### src/rtl/core/tbcd_pkg.sv
// Shared types and constants for the touch button click detector.
package tbcd_pkg;

   localparam int CHARGE_W = 24;
   localparam int MS_W     = 16;
   localparam int STAMP_W  = 32;
   localparam int SUM_W    = 32;
   localparam int CNT_W    = 16;
   localparam int CLICK_W  = 8;
   localparam int KIND_W   = 2;
   localparam int ADDR_W   = 2;
   localparam int DATA_W   = 24;

   localparam logic [ADDR_W-1:0] CSR_THRESHOLD  = 2'd0;
   localparam logic [ADDR_W-1:0] CSR_LONG_PRESS = 2'd1;
   localparam logic [ADDR_W-1:0] CSR_CLICK_GAP  = 2'd2;
   localparam logic [ADDR_W-1:0] CSR_EVAL_IVAL  = 2'd3;

   localparam logic [CHARGE_W-1:0] THRESHOLD_RST  = 24'd350;
   localparam logic [MS_W-1:0]     LONG_PRESS_RST = 16'd500;
   localparam logic [MS_W-1:0]     CLICK_GAP_RST  = 16'd250;
   localparam logic [MS_W-1:0]     EVAL_IVAL_RST  = 16'd25;

   localparam logic [KIND_W-1:0] EV_CLICK      = 2'd0;
   localparam logic [KIND_W-1:0] EV_HOLD_START = 2'd1;
   localparam logic [KIND_W-1:0] EV_HOLDING    = 2'd2;

   localparam logic [CLICK_W-1:0] CLICK_RST = 8'd1;
   localparam logic [CLICK_W-1:0] CLICK_MAX = 8'hFF;
   localparam logic [CNT_W-1:0]   CNT_MAX   = 16'hFFFF;

   typedef struct packed {
      logic idle;
      logic accum;
      logic div_start;
      logic apply;
      logic emit;
   } tbcd_cmd_type;

   typedef struct packed {
      logic req_valid;
      logic failed;
      logic eval_due;
      logic div_done;
      logic has_result;
      logic out_full;
   } tbcd_sts_type;

endpackage

### src/rtl/core/tbcd_if.sv
// Channel interfaces: sample input, event output, register write.
interface tbcd_req_if;
   logic        valid;
   logic        ready;
   logic [23:0] charge_time;
   logic        sample_failed;
   logic [31:0] now_ms;
   modport source (output valid, charge_time, sample_failed, now_ms, input ready);
   modport sink (input valid, charge_time, sample_failed, now_ms, output ready);
endinterface

interface tbcd_rsp_if;
   logic       valid;
   logic       ready;
   logic [1:0] event_kind;
   logic [7:0] click_count;
   modport source (output valid, event_kind, click_count, input ready);
   modport sink (input valid, event_kind, click_count, output ready);
endinterface

interface tbcd_csr_if;
   logic        valid;
   logic        ready;
   logic [1:0]  addr;
   logic [23:0] data;
   modport source (output valid, addr, data, input ready);
   modport sink (input valid, addr, data, output ready);
endinterface

### src/rtl/core/tbcd_div.sv
// Restoring divider, one quotient bit per cycle, for the sample average.
module tbcd_div (
   input  logic                       clock,
   input  logic                       reset,
   input  logic                       start,
   input  logic [tbcd_pkg::SUM_W-1:0] dividend,
   input  logic [tbcd_pkg::CNT_W-1:0] divisor,
   output logic                       done,
   output logic [tbcd_pkg::SUM_W-1:0] quotient
);
   import tbcd_pkg::*;

   localparam int STEP_W = $clog2(SUM_W);

   logic [SUM_W-1:0]  dq_ff;
   logic [CNT_W-1:0]  rem_ff;
   logic [CNT_W-1:0]  dvs_ff;
   logic [STEP_W-1:0] step_ff;
   logic              busy_ff;
   logic              done_ff;
   logic [CNT_W:0]    rem_sh;
   logic [CNT_W+1:0]  diff;
   logic              fits;
   logic [CNT_W-1:0]  rem_in;

   always_comb begin
      rem_sh = {rem_ff, dq_ff[SUM_W-1]};
      diff   = {1'b0, rem_sh} - {2'b00, dvs_ff};
      fits   = ~diff[CNT_W+1];
      rem_in = fits ? diff[CNT_W-1:0] : rem_sh[CNT_W-1:0];
   end

   always_ff @(posedge clock) begin
      if (reset) begin
         busy_ff <= 1'b0;
         done_ff <= 1'b0;
         step_ff <= '0;
      end else begin
         done_ff <= 1'b0;
         if (start) begin
            busy_ff <= 1'b1;
            step_ff <= '0;
         end else if (busy_ff) begin
            step_ff <= step_ff + 1'b1;
            if (step_ff == STEP_W'(SUM_W - 1)) begin
               busy_ff <= 1'b0;
               done_ff <= 1'b1;
            end
         end
      end
   end

   always_ff @(posedge clock) begin
      if (start) begin
         dq_ff  <= dividend;
         rem_ff <= '0;
         dvs_ff <= divisor;
      end else if (busy_ff) begin
         dq_ff  <= {dq_ff[SUM_W-2:0], fits};
         rem_ff <= rem_in;
      end
   end

   assign done     = done_ff;
   assign quotient = dq_ff;

endmodule

### src/rtl/core/tbcd_ctrl.sv
// Controller state machine sequencing one sample item through the datapath.
module tbcd_ctrl (
   input  logic                   clock,
   input  logic                   reset,
   input  tbcd_pkg::tbcd_sts_type sts,
   output tbcd_pkg::tbcd_cmd_type cmd
);
   import tbcd_pkg::*;

   typedef enum logic [5:0] {
      ST_IDLE   = 6'b000001,
      ST_ACCUM  = 6'b000010,
      ST_START  = 6'b000100,
      ST_DIV    = 6'b001000,
      ST_APPLY  = 6'b010000,
      ST_DECIDE = 6'b100000
   } state_type;

   state_type state_ff, state_in;

   always_comb begin
      state_in = state_ff;
      cmd      = '0;
      unique case (state_ff)
         ST_IDLE: begin
            cmd.idle = 1'b1;
            if (sts.req_valid) state_in = ST_ACCUM;
         end
         ST_ACCUM: begin
            if (sts.failed) begin
               state_in = ST_IDLE;
            end else begin
               cmd.accum = 1'b1;
               state_in  = sts.eval_due ? ST_START : ST_DECIDE;
            end
         end
         ST_START: begin
            cmd.div_start = 1'b1;
            state_in      = ST_DIV;
         end
         ST_DIV: begin
            if (sts.div_done) state_in = ST_APPLY;
         end
         ST_APPLY: begin
            cmd.apply = 1'b1;
            state_in  = ST_DECIDE;
         end
         ST_DECIDE: begin
            if (!sts.has_result) begin
               state_in = ST_IDLE;
            end else if (!sts.out_full) begin
               cmd.emit = 1'b1;
               state_in = ST_IDLE;
            end
         end
         default: state_in = ST_IDLE;
      endcase
   end

   always_ff @(posedge clock) begin
      if (reset) begin
         state_ff <= ST_IDLE;
      end else begin
         state_ff <= state_in;
      end
   end

endmodule

### src/rtl/core/tbcd_dp.sv
// Datapath: registers, sample accumulation, press tracking and event output.
module tbcd_dp #(
   parameter int TIME_BITS = 32
) (
   input  logic                   clock,
   input  logic                   reset,
   tbcd_req_if.sink               req,
   tbcd_rsp_if.source             rsp,
   tbcd_csr_if.sink               csr,
   input  tbcd_pkg::tbcd_cmd_type cmd,
   output tbcd_pkg::tbcd_sts_type sts
);
   import tbcd_pkg::*;

   logic [CHARGE_W-1:0] thr_ff;
   logic [MS_W-1:0]     long_ff;
   logic [MS_W-1:0]     gap_ff;
   logic [MS_W-1:0]     ival_ff;

   logic [CHARGE_W-1:0]  charge_ff;
   logic                 failed_ff;
   logic [TIME_BITS-1:0] now_ff;

   logic                 pressed_ff, pressed_in;
   logic                 pend_ff, pend_in;
   logic [CLICK_W-1:0]   clicks_ff, clicks_in;
   logic [TIME_BITS-1:0] press_t_ff, press_t_in;
   logic [TIME_BITS-1:0] rel_t_ff, rel_t_in;
   logic [TIME_BITS-1:0] eval_t_ff, eval_t_in;
   logic [SUM_W-1:0]     sum_ff, sum_in;
   logic [CNT_W-1:0]     cnt_ff, cnt_in;

   logic                 out_valid_ff, out_valid_in;
   logic [KIND_W-1:0]    kind_ff, kind_in;
   logic [CLICK_W-1:0]   count_ff, count_in;

   logic [SUM_W:0]       sum_wide;
   logic [TIME_BITS-1:0] since_eval, since_press, since_rel;
   logic                 held_long, gap_over;
   logic                 click_hit, hold_hit;
   logic                 div_done;
   logic [SUM_W-1:0]     avg;

   tbcd_div u_div (
      .clock    (clock),
      .reset    (reset),
      .start    (cmd.div_start),
      .dividend (sum_ff),
      .divisor  (cnt_ff),
      .done     (div_done),
      .quotient (avg)
   );

   assign req.ready = cmd.idle;
   assign csr.ready = 1'b1;

   always_ff @(posedge clock) begin
      if (reset) begin
         thr_ff  <= THRESHOLD_RST;
         long_ff <= LONG_PRESS_RST;
         gap_ff  <= CLICK_GAP_RST;
         ival_ff <= EVAL_IVAL_RST;
      end else if (csr.valid) begin
         unique case (csr.addr)
            CSR_THRESHOLD:  thr_ff  <= csr.data;
            CSR_LONG_PRESS: long_ff <= csr.data[MS_W-1:0];
            CSR_CLICK_GAP:  gap_ff  <= csr.data[MS_W-1:0];
            CSR_EVAL_IVAL:  ival_ff <= csr.data[MS_W-1:0];
            default: ;
         endcase
      end
   end

   always_ff @(posedge clock) begin
      if (req.valid && cmd.idle) begin
         charge_ff <= req.charge_time;
         failed_ff <= req.sample_failed;
         now_ff    <= TIME_BITS'(req.now_ms);
      end
   end

   always_comb begin
      since_eval  = now_ff - eval_t_ff;
      since_press = now_ff - press_t_ff;
      since_rel   = now_ff - rel_t_ff;
      held_long   = since_press > TIME_BITS'(long_ff);
      gap_over    = since_rel > TIME_BITS'(gap_ff);
      sum_wide    = {1'b0, sum_ff} + {{(SUM_W-CHARGE_W+1){1'b0}}, charge_ff};
      click_hit   = !pressed_ff && (clicks_ff != '0) && gap_over;
      hold_hit    = pressed_ff && held_long;
   end

   always_comb begin
      pressed_in   = pressed_ff;
      pend_in      = pend_ff;
      clicks_in    = clicks_ff;
      press_t_in   = press_t_ff;
      rel_t_in     = rel_t_ff;
      eval_t_in    = eval_t_ff;
      sum_in       = sum_ff;
      cnt_in       = cnt_ff;
      out_valid_in = out_valid_ff && !rsp.ready;
      kind_in      = kind_ff;
      count_in     = count_ff;

      if (cmd.accum) begin
         sum_in = sum_wide[SUM_W] ? {SUM_W{1'b1}} : sum_wide[SUM_W-1:0];
         if (cnt_ff != CNT_MAX) cnt_in = cnt_ff + 1'b1;
      end

      if (cmd.apply) begin
         if (pressed_ff && (avg < SUM_W'(thr_ff))) begin
            pressed_in = 1'b0;
            pend_in    = 1'b0;
            if (held_long) begin
               clicks_in = '0;
            end else if (clicks_ff != CLICK_MAX) begin
               clicks_in = clicks_ff + 1'b1;
            end
            rel_t_in = now_ff;
         end else if (!pressed_ff && (avg > SUM_W'(thr_ff))) begin
            pressed_in = 1'b1;
            pend_in    = 1'b1;
            press_t_in = now_ff;
         end
         sum_in    = '0;
         cnt_in    = '0;
         eval_t_in = now_ff;
      end

      if (cmd.emit) begin
         out_valid_in = 1'b1;
         count_in     = clicks_ff;
         if (click_hit) begin
            kind_in   = EV_CLICK;
            clicks_in = '0;
         end else begin
            kind_in = pend_ff ? EV_HOLD_START : EV_HOLDING;
            pend_in = 1'b0;
         end
      end
   end

   always_ff @(posedge clock) begin
      if (reset) begin
         pressed_ff   <= 1'b0;
         pend_ff      <= 1'b0;
         clicks_ff    <= CLICK_RST;
         press_t_ff   <= '0;
         rel_t_ff     <= '0;
         eval_t_ff    <= '0;
         sum_ff       <= '0;
         cnt_ff       <= '0;
         out_valid_ff <= 1'b0;
      end else begin
         pressed_ff   <= pressed_in;
         pend_ff      <= pend_in;
         clicks_ff    <= clicks_in;
         press_t_ff   <= press_t_in;
         rel_t_ff     <= rel_t_in;
         eval_t_ff    <= eval_t_in;
         sum_ff       <= sum_in;
         cnt_ff       <= cnt_in;
         out_valid_ff <= out_valid_in;
      end
   end

   always_ff @(posedge clock) begin
      kind_ff  <= kind_in;
      count_ff <= count_in;
   end

   assign rsp.valid       = out_valid_ff;
   assign rsp.event_kind  = kind_ff;
   assign rsp.click_count = count_ff;

   always_comb begin
      sts            = '0;
      sts.req_valid  = req.valid;
      sts.failed     = failed_ff;
      sts.eval_due   = since_eval >= TIME_BITS'(ival_ff);
      sts.div_done   = div_done;
      sts.has_result = click_hit || hold_hit;
      sts.out_full   = out_valid_ff && !rsp.ready;
   end

endmodule

### src/rtl/core/touch_button_click_detector_top.sv
// Top level: touch button click detector, controller plus datapath.
// A failed sample goes from the accumulate state straight back to idle; a sample with no
// evaluation passes accumulate and decide; an evaluating one adds start, the 32-step divider and apply.
// Throughput: one item at a time; the next item is accepted once the last returns to idle.
// An event waits in the output register; a new event stalls only while it is still full.
// Reset (synchronous, active high) loads register defaults and the startup click count of one.
module touch_button_click_detector_top #(
   parameter int TIME_BITS = 32
) (
   input logic        clock,
   input logic        reset,
   tbcd_req_if.sink   req_port,
   tbcd_rsp_if.source rsp_port,
   tbcd_csr_if.sink   csr_port
);
   import tbcd_pkg::*;

   tbcd_cmd_type cmd;
   tbcd_sts_type sts;

   tbcd_ctrl u_ctrl (
      .clock (clock),
      .reset (reset),
      .sts   (sts),
      .cmd   (cmd)
   );

   tbcd_dp #(
      .TIME_BITS (TIME_BITS)
   ) u_dp (
      .clock (clock),
      .reset (reset),
      .req   (req_port),
      .rsp   (rsp_port),
      .csr   (csr_port),
      .cmd   (cmd),
      .sts   (sts)
   );

   a_leave_idle: assert property (@(posedge clock) disable iff (reset)
      (req_port.valid && req_port.ready) |=> !req_port.ready)
      else $error("controller stayed idle after taking an item");

   a_emit_shows: assert property (@(posedge clock) disable iff (reset)
      cmd.emit |=> rsp_port.valid)
      else $error("emitted event not presented");

   a_emit_slot: assert property (@(posedge clock) disable iff (reset)
      cmd.emit |-> (sts.has_result && !sts.out_full))
      else $error("event emitted without result or into a full slot");

   a_div_busy: assert property (@(posedge clock) disable iff (reset)
      sts.div_done |-> !req_port.ready)
      else $error("divider finished while controller idle");

endmodule

### src/flat_wrapper.sv
// flat-port wrapper written by rule: the top's interface ports become plain ports
module touch_button_click_detector_top_flat import tbcd_pkg::*;
#(
   parameter int TIME_BITS = 32
)
  (clock, reset, req_port_valid, req_port_charge_time, req_port_sample_failed, req_port_now_ms, req_port_ready, rsp_port_valid, rsp_port_event_kind, rsp_port_click_count, rsp_port_ready, csr_port_valid, csr_port_addr, csr_port_data, csr_port_ready);
  tbcd_req_if req_port_i ();
  tbcd_rsp_if rsp_port_i ();
  tbcd_csr_if csr_port_i ();
  input logic clock;
  input logic reset;
  input wire logic [$bits(req_port_i.valid)-1:0] req_port_valid;
  input wire logic [$bits(req_port_i.charge_time)-1:0] req_port_charge_time;
  input wire logic [$bits(req_port_i.sample_failed)-1:0] req_port_sample_failed;
  input wire logic [$bits(req_port_i.now_ms)-1:0] req_port_now_ms;
  output wire logic [$bits(req_port_i.ready)-1:0] req_port_ready;
  output wire logic [$bits(rsp_port_i.valid)-1:0] rsp_port_valid;
  output wire logic [$bits(rsp_port_i.event_kind)-1:0] rsp_port_event_kind;
  output wire logic [$bits(rsp_port_i.click_count)-1:0] rsp_port_click_count;
  input wire logic [$bits(rsp_port_i.ready)-1:0] rsp_port_ready;
  input wire logic [$bits(csr_port_i.valid)-1:0] csr_port_valid;
  input wire logic [$bits(csr_port_i.addr)-1:0] csr_port_addr;
  input wire logic [$bits(csr_port_i.data)-1:0] csr_port_data;
  output wire logic [$bits(csr_port_i.ready)-1:0] csr_port_ready;
  assign req_port_i.valid = req_port_valid;
  assign req_port_i.charge_time = req_port_charge_time;
  assign req_port_i.sample_failed = req_port_sample_failed;
  assign req_port_i.now_ms = req_port_now_ms;
  assign req_port_ready = req_port_i.ready;
  assign rsp_port_valid = rsp_port_i.valid;
  assign rsp_port_event_kind = rsp_port_i.event_kind;
  assign rsp_port_click_count = rsp_port_i.click_count;
  assign rsp_port_i.ready = rsp_port_ready;
  assign csr_port_i.valid = csr_port_valid;
  assign csr_port_i.addr = csr_port_addr;
  assign csr_port_i.data = csr_port_data;
  assign csr_port_ready = csr_port_i.ready;
  touch_button_click_detector_top #(.TIME_BITS(TIME_BITS)) u_core (.clock(clock), .reset(reset), .req_port(req_port_i), .rsp_port(rsp_port_i), .csr_port(csr_port_i));
endmodule
### config.mk
export PLATFORM = sky130hd
export DESIGN_NAME = touch_button_click_detector_top_flat
export DESIGN_NICKNAME = d
export VERILOG_FILES = /design/src/rtl/core/tbcd_pkg.sv /design/src/rtl/core/tbcd_if.sv /design/src/rtl/core/tbcd_div.sv /design/src/rtl/core/tbcd_ctrl.sv /design/src/rtl/core/tbcd_dp.sv /design/src/rtl/core/touch_button_click_detector_top.sv /design/src/flat_wrapper.sv
export SDC_FILE = /design/constraint.sdc
export NUM_CORES = 1
export LEC_CHECK = 0
export BUFFER_PORTS_ARGS = -buffer_cell sky130_fd_sc_hd__buf_2
export CAP_MARGIN = 10
export CORE_ASPECT_RATIO = 0.6
export CORE_UTILIZATION = 45
export CTS_BUF_LIST = sky130_fd_sc_hd__clkbuf_16
export DETAILED_ROUTE_END_ITERATION = 7
export MAX_ROUTING_LAYER = met4
export PLACE_DENSITY = 0.59
export SYNTH_ARGS = -nofsm -noshare
export SYNTH_HDL_FRONTEND = slang
export SYNTH_SLANG_ARGS = --single-unit
### constraint.sdc
create_clock -name clock -period 12.3 [get_ports clock]
set_input_delay 1.23 -clock clock [delete_from_list [all_inputs] [get_ports clock]]
set_output_delay 1.23 -clock clock [all_outputs]
set_load 0.02 [all_outputs]
==> Word-level counts from Yosys, hierarchy flattened <==
Cells that the tools add are included.
{ "classes": {"mul": 0, "div_mod_pow": 0, "bitwise_logic": 3, "muxes": 38, "n_reduce_logical": 26, "magnitude_cmp": 5, "n_eq_ne": 15, "addsub": 8, "shifts": 0} }
{ "ops": {"columns": ["cell", "n"], "rows": [
  ["$mux W32", 3],
  ["$sub A32 B32 Y32", 3],
  ["$gt A32 B16 Y1", 2],
  ["$mux W8", 6],
  ["$mux W6", 6],
  ["$pmux W6 S6", 1],
  ["$add A32 B24 Y33", 1],
  ["$ge A32 B16 Y1", 1],
  ["$gt A32 B24 Y1", 1],
  ["$lt A32 B24 Y1", 1],
  ["$mux W1", 20],
  ["$sub A17 B16 Y18", 1],
  ["$add A16 B1 Y16 const B", 1],
  ["$mux W16", 1],
  ["$ne A16 B16 Y1 const B", 1],
  ["$reduce_and A2 Y1", 7],
  ["$add A8 B1 Y8 const B", 1],
  ["$ne A8 B8 Y1 const B", 1],
  ["$reduce_bool A8 Y1", 1],
  ["$logic_and A1 B1 Y1", 7],
  ["$eq A6 B1 Y1 const B", 1],
  ["$eq A6 B2 Y1 const B", 1],
  ["$eq A6 B3 Y1 const B", 1],
  ["$eq A6 B4 Y1 const B", 1],
  ["other kinds (17)", 25]
]} }
{ "word_totals": {"latchBits": 0, "out_inout_bits": 13, "input_bits": 88, "ff_bits": 371, "romBits": 0, "mem_bits_rw": 0, "elab_cells": 120, "memories": 0} }

==> Depth between registers and ports, before layout <==
{ "depth": {"depth_word": 7, "mapped_depth": 23, "ltp_nobuf": 23} }

==> By module <==
Synthesis repeated with hierarchy kept, for this count alone.
{ "hier_totals": {"hier_cells": 2736, "hier_area_um2": 23421.2} }
{ "by_module_without_submodules": {"columns": ["mod", "instances", "seq_area_each_um2", "cells_per_inst", "area_per_inst_um2"], "rows": [
  ["tbcd_dp", 1, 6556.3, 2356, 19257.2],
  ["tbcd_div", 1, 1901.8, 337, 3797.4],
  ["tbcd_ctrl", 1, 120.1, 43, 366.6]
]} }

==> Worst setup path after synthesis <==
No wires, ideal clock.
{ "synth_path": {"path_kind": "register to register", "from": "reg u_core.u_dp.now_ff[5]", "to": "reg u_core.u_dp.clicks_ff[5]", "setup_slack_ns": 7.339, "path_stages_with_launch": 22, "n_path_buf": 1, "synth_period_minus_slack_ns": 4.961, "required_time_ns": 12.225, "t_arrival_ns": 4.886, "setup_ns": 0.075, "cell_sequence": "edfxtp_1 -> ha_1 -> or3_2 -> o21a_1 -> nor2_1 -> nor2b_1 -> o21ai_0 -> nand2b_1 -> xor2_1 -> ha_1 -> nand4_1 -> nor3_1 -> a21boi_0 -> or4b_1 -> a2111oi_0 -> nand4_1 -> a2111oi_2 -> and4_1 -> nand2_2 -> buf_6 -> or4_1 -> a31oi_1"} }
{ "synth_via": {"elab_chain_cells": 7, "word_cells_on_any_way": 14, "cone_classes": "2 x add/sub; 2 x order compare; 7 x mux; 3 x reduce/logical"} }
{ "synth_lines": {"columns": ["item", "line", "source"], "rows": [
  ["start: declaration", "tbcd_dp.sv:22", "logic [TIME_BITS-1:0] now_ff;"],
  ["start signal: assignment", "tbcd_dp.sv:78", "now_ff <= TIME_BITS'(req.now_ms);"],
  ["$sub A32 B32 Y32, on equally long branches", "tbcd_dp.sv:84, tbcd_dp.sv:85", null],
  ["$gt A32 B16 Y1, on equally long branches", "tbcd_dp.sv:86, tbcd_dp.sv:87", null],
  ["$mux W8, or another cell as far along", "tbcd_dp.sv:115", "if (held_long) begin"],
  ["$mux W8 or $logic_or A1 B1 Y1 (tied branches)", "tbcd_dp.sv:112, tbcd_dp.sv:183", null],
  ["$mux W8 or $mux W1 (tied branches)", "tbcd_dp.sv:111, tbcd_ctrl.sv:49", null],
  ["$mux W8 or $mux W1 (tied branches)", "tbcd_dp.sv:134, tbcd_ctrl.sv:24", null],
  ["$mux W8 (*)", "tbcd_dp.sv:131", "if (cmd.emit) begin"],
  ["end signal: assignment", "tbcd_dp.sv:158", "clicks_ff <= clicks_in;"],
  ["end: declaration", "tbcd_dp.sv:26", "logic [CLICK_W-1:0] clicks_ff, clicks_in;"]
]} }
Mark *: on every way between the ends. The rest lies on a longest branch, timed or not.
A chain may end at the register's enable or synchronous reset.

==> Worst setup path after layout <==
{ "layout_path": {"from": "reg u_core.u_dp.now_ff[1]", "to": "reg u_core.u_dp.clicks_ff[4]"} }
Same word-level chain as after synthesis.

==> results.ini <==
[clock_network]
htree_levels = 2
clkSinkCount = 371
clock_path_buffers = 3
hold_buffers = 0
cts-root-buf = clkbuf_16
clk_latency_ps = 560
clkTransAtPathRegs_ps = 60
cts-buffers-inserted = 40
cts_resized = 0
cts_post_setup_buffers_inserted = 0
tritoncts = built

[yosys]
yosys_register_bits = 371
yosys.area.top_type_share_pct = 22.1
synth_ff_type = dfxtp_1
yosysWarningCount = 0
synth_area_leaders = dfxtp_1 22%, edfxtp_1 15%, ha_1 11%
ys_types = 90
synth_area_mm2 = 0.0232
syn-num-nets = 3104
synthArstFlopShare_pct = 0
synth_top_cell_by_area = dfxtp_1
seq_area_frac_synth_pct = 37.0
synth.avg_cell_area_um2 = 8.27
synth-edff-count = 115
synth_cells = 2801

[worst_hold_path]
hp-class = flop to flop

[global_routing]
grt_pass1_wl_um = 105000
grt_pass1_vias = 18500
antenna_found_initial = 1
grt_max_degree = 75
track_usage_pct = 26.2
grt_overflow = 0

[timing]
max_clock_freq_ghz = 0.166
skew_ps = 18.7
rsz0062_at_grt = no
drv_slew = 0
tightest_slew_ps = 1120
relSlewSlack_pct = 23.5
final-hold-violation-count = 0
fin_tns_setup_ps = 0
setup_viol = 0
fin_crit_ps = 6040
worst_hold_slack_ps = 453
period_share_pct = 49.1
fin_ws_ps = 6260

[route]
wl_per_cell_um = 18.8
initialDrtViolationCount = 1685
wirelength_um = 66900
avgViaCountPerCell = 5.65
dr.pass1.iters = 7
ant_nets = 0
vias = 20100
drc_errors = 0

[placed_design]
port_buffers = 99
dpl_worst_slack_ps = 6440
hpwl_um = 50000
routabilityCongestion = 0.965

[outcome]
status = finished clean

[layout]
final_util_pct = 50.9
nets = 3145
area_growth_pct = 10.0
fillers = 4779
antennaDiodeCount = 0
final_layout_size_suffix_gt1_share_pct = 7.93

[pwr]
p_leak_nw = 10.1
p_total_mw = 3.05
ir_drop_mv = 0.0865
pwr_density_cell_mw_per_mm2 = 120

[worst_setup_path]
critPathMaxStageDelay_ps = 570
crit_required_ps = 12780
critPathKind = flop to flop
cp_slowest_cell = or4b_1
crit_chain = ha_1 -> nor2b_1 -> o31a_1 -> o21a_1 -> nor2_1 -> nor2b_1 -> o21ai_0 -> nand2b_1 -> xor2_1 -> ha_1 -> nand4_1 -> nor3_1 -> a21boi_0 -> or4b_1 -> a2111oi_0 -> nand4_1 -> a2111oi_2 -> and4_1 -> nand2_2 -> or4_1 -> a31oi_1
crit_fanout = 12
cp.arrival_ps = 6520
crit_path_end_kind = flop
cp-start-kind = flop

[floorplanning]
fp.coreArea_mm2 = 0.0501
dieArea_mm2 = 0.0524
dieHeight_um = 178
initial_core_util_pct = 46.3
ios = 101
fp.dieW_um = 295
fp-row-count = 63

[flow_run]
drv_cap = 0

-- cell type report --
cell class / count / area (um2) / area share, %
timing repair buffer: 116 / 629 / 2.47
tap: 682 / 853 / 3.35
clock inverter: 34 / 289 / 1.13
multi-input combinational: 2080 / 13200 / 52.0
clock buffer: 40 / 1000 / 3.93
sequential: 371 / 8580 / 33.7
inverter: 233 / 875 / 3.43
-- power breakdown --
part	leakage, nW	switching [mW]	internal (mW)
Sequential	3.13	0.0324	1.30
Combinational	6.28	0.303	0.193
Clock	0.652	0.540	0.683
-- cell usage in the layout, fill, tap and decap left out, drive strengths merged, types with 23 or more instances in the layout --
master	Yosys	routed
a211oi	28	28
a21o	45	45
a21oi	295	295
a31oi	31	31
and3	32	32
buf	9	116
clkbuf	107	40
clkinv	1	23
dfxtp	256	256
edfxtp	115	115
ha	210	210
inv	232	239
mux2i	57	57
nand2	468	468
nand2b	26	26
nand3	56	56
nand4	38	38
nor2	177	177
nor2b	30	30
nor3	58	58
o211ai	44	44
o21a	33	33
o21ai	112	112
xnor2	53	53
xor2	47	47
-- cells in the mapped netlist (13+ instances only) --
master    count
o21a_1       33
ha_1        210
inv_1       232
a21oi_1     295
xor2_1       47
nor4_1       13
a21o_1       41
a31oi_1      31
nand2_1     467
nand4_1      38
and2_1       13
or3_1        14
clkbuf_1    106
and3_1       29
o21ai_0     110
a211oi_1     28
nor3_1       58
o211ai_1     44
nor2_1      177
mux2i_1      57
nor2b_1      30
nand3_1      56
nand2b_1     26
dfxtp_1     256
edfxtp_1    115
o31ai_1      14
xnor2_1      53
-- critical path, delay by kind of cell, from the launching register on --
family	cells	cell delay, ps
AOI/OAI and AO/OA	7	1790
xor gates and xnor gates	1	150
adders and majority gates	2	640
DFF	1	520
and+or+nand+nor	11	2850
-- kinds of logic after synthesis --
kind of cell,synth area share (%)
buf+inv,5.89
simple gates,19.8
flops,37.0
other cells,0.0162
xor+xnor,3.78
fa+ha+maj,11.8
compound gates,19.1
mux,2.56
-- metrics by stage --
stage	cell area, um2	std cells
finish	25500	3556
global route	25500	3556
CTS	25500	3556
detailed placement	24200	3482
global placement	24200	3482
floorplan	23200	2801
-- flip-flops by register name (all words and copies together) (netlist names), 2 cells and up --
name                         count
u_core.u_dp.rel_t_ff            32
u_core.u_dp.cnt_ff              16
u_core.u_ctrl.state_ff           6
u_core.u_dp.u_div.dvs_ff        16
u_core.u_dp.rsp.click_count      8
u_core.u_dp.long_ff             16
u_core.u_dp.ival_ff             16
u_core.u_dp.clicks_ff            8
u_core.u_dp.thr_ff              24
u_core.u_dp.u_div.quotient      32
u_core.u_dp.now_ff              32
u_core.u_dp.charge_ff           24
u_core.u_dp.u_div.step_ff        5
u_core.u_dp.eval_t_ff           32
u_core.u_dp.u_div.rem_ff        16
u_core.u_dp.press_t_ff          32
u_core.u_dp.sum_ff              32
u_core.u_dp.gap_ff              16
u_core.u_dp.rsp.event_kind       2
-- routing by layer --
layer  global-route usage [%]  vias to the layer above  routed length [um]
met1                     40.6                     9442               35500
met4                     5.40                        0                1260
li1                         -                     9985                   -
met2                     34.2                      584               25200
met5                        -                        -                   0
met3                     5.17                       78                4860
-- final timing paths --
check	from	to	slack (ps)	cells after the start
worst max-delay path	u_core.u_dp.now_ff[1]$_DFFE_PP_	u_core.u_dp.clicks_ff[4]$_SDFF_PP0_	6260	21
worst min register to register	u_core.u_dp.rel_t_ff[7]$_SDFFE_PP0P_	u_core.u_dp.rel_t_ff[7]$_SDFFE_PP0P_	450	2
worst max register to register	u_core.u_dp.now_ff[1]$_DFFE_PP_	u_core.u_dp.clicks_ff[4]$_SDFF_PP0_	6260	21
worst min-delay path	u_core.u_dp.rel_t_ff[7]$_SDFFE_PP0P_	u_core.u_dp.rel_t_ff[7]$_SDFFE_PP0P_	450	2
(Power assumes the default switching activity.)
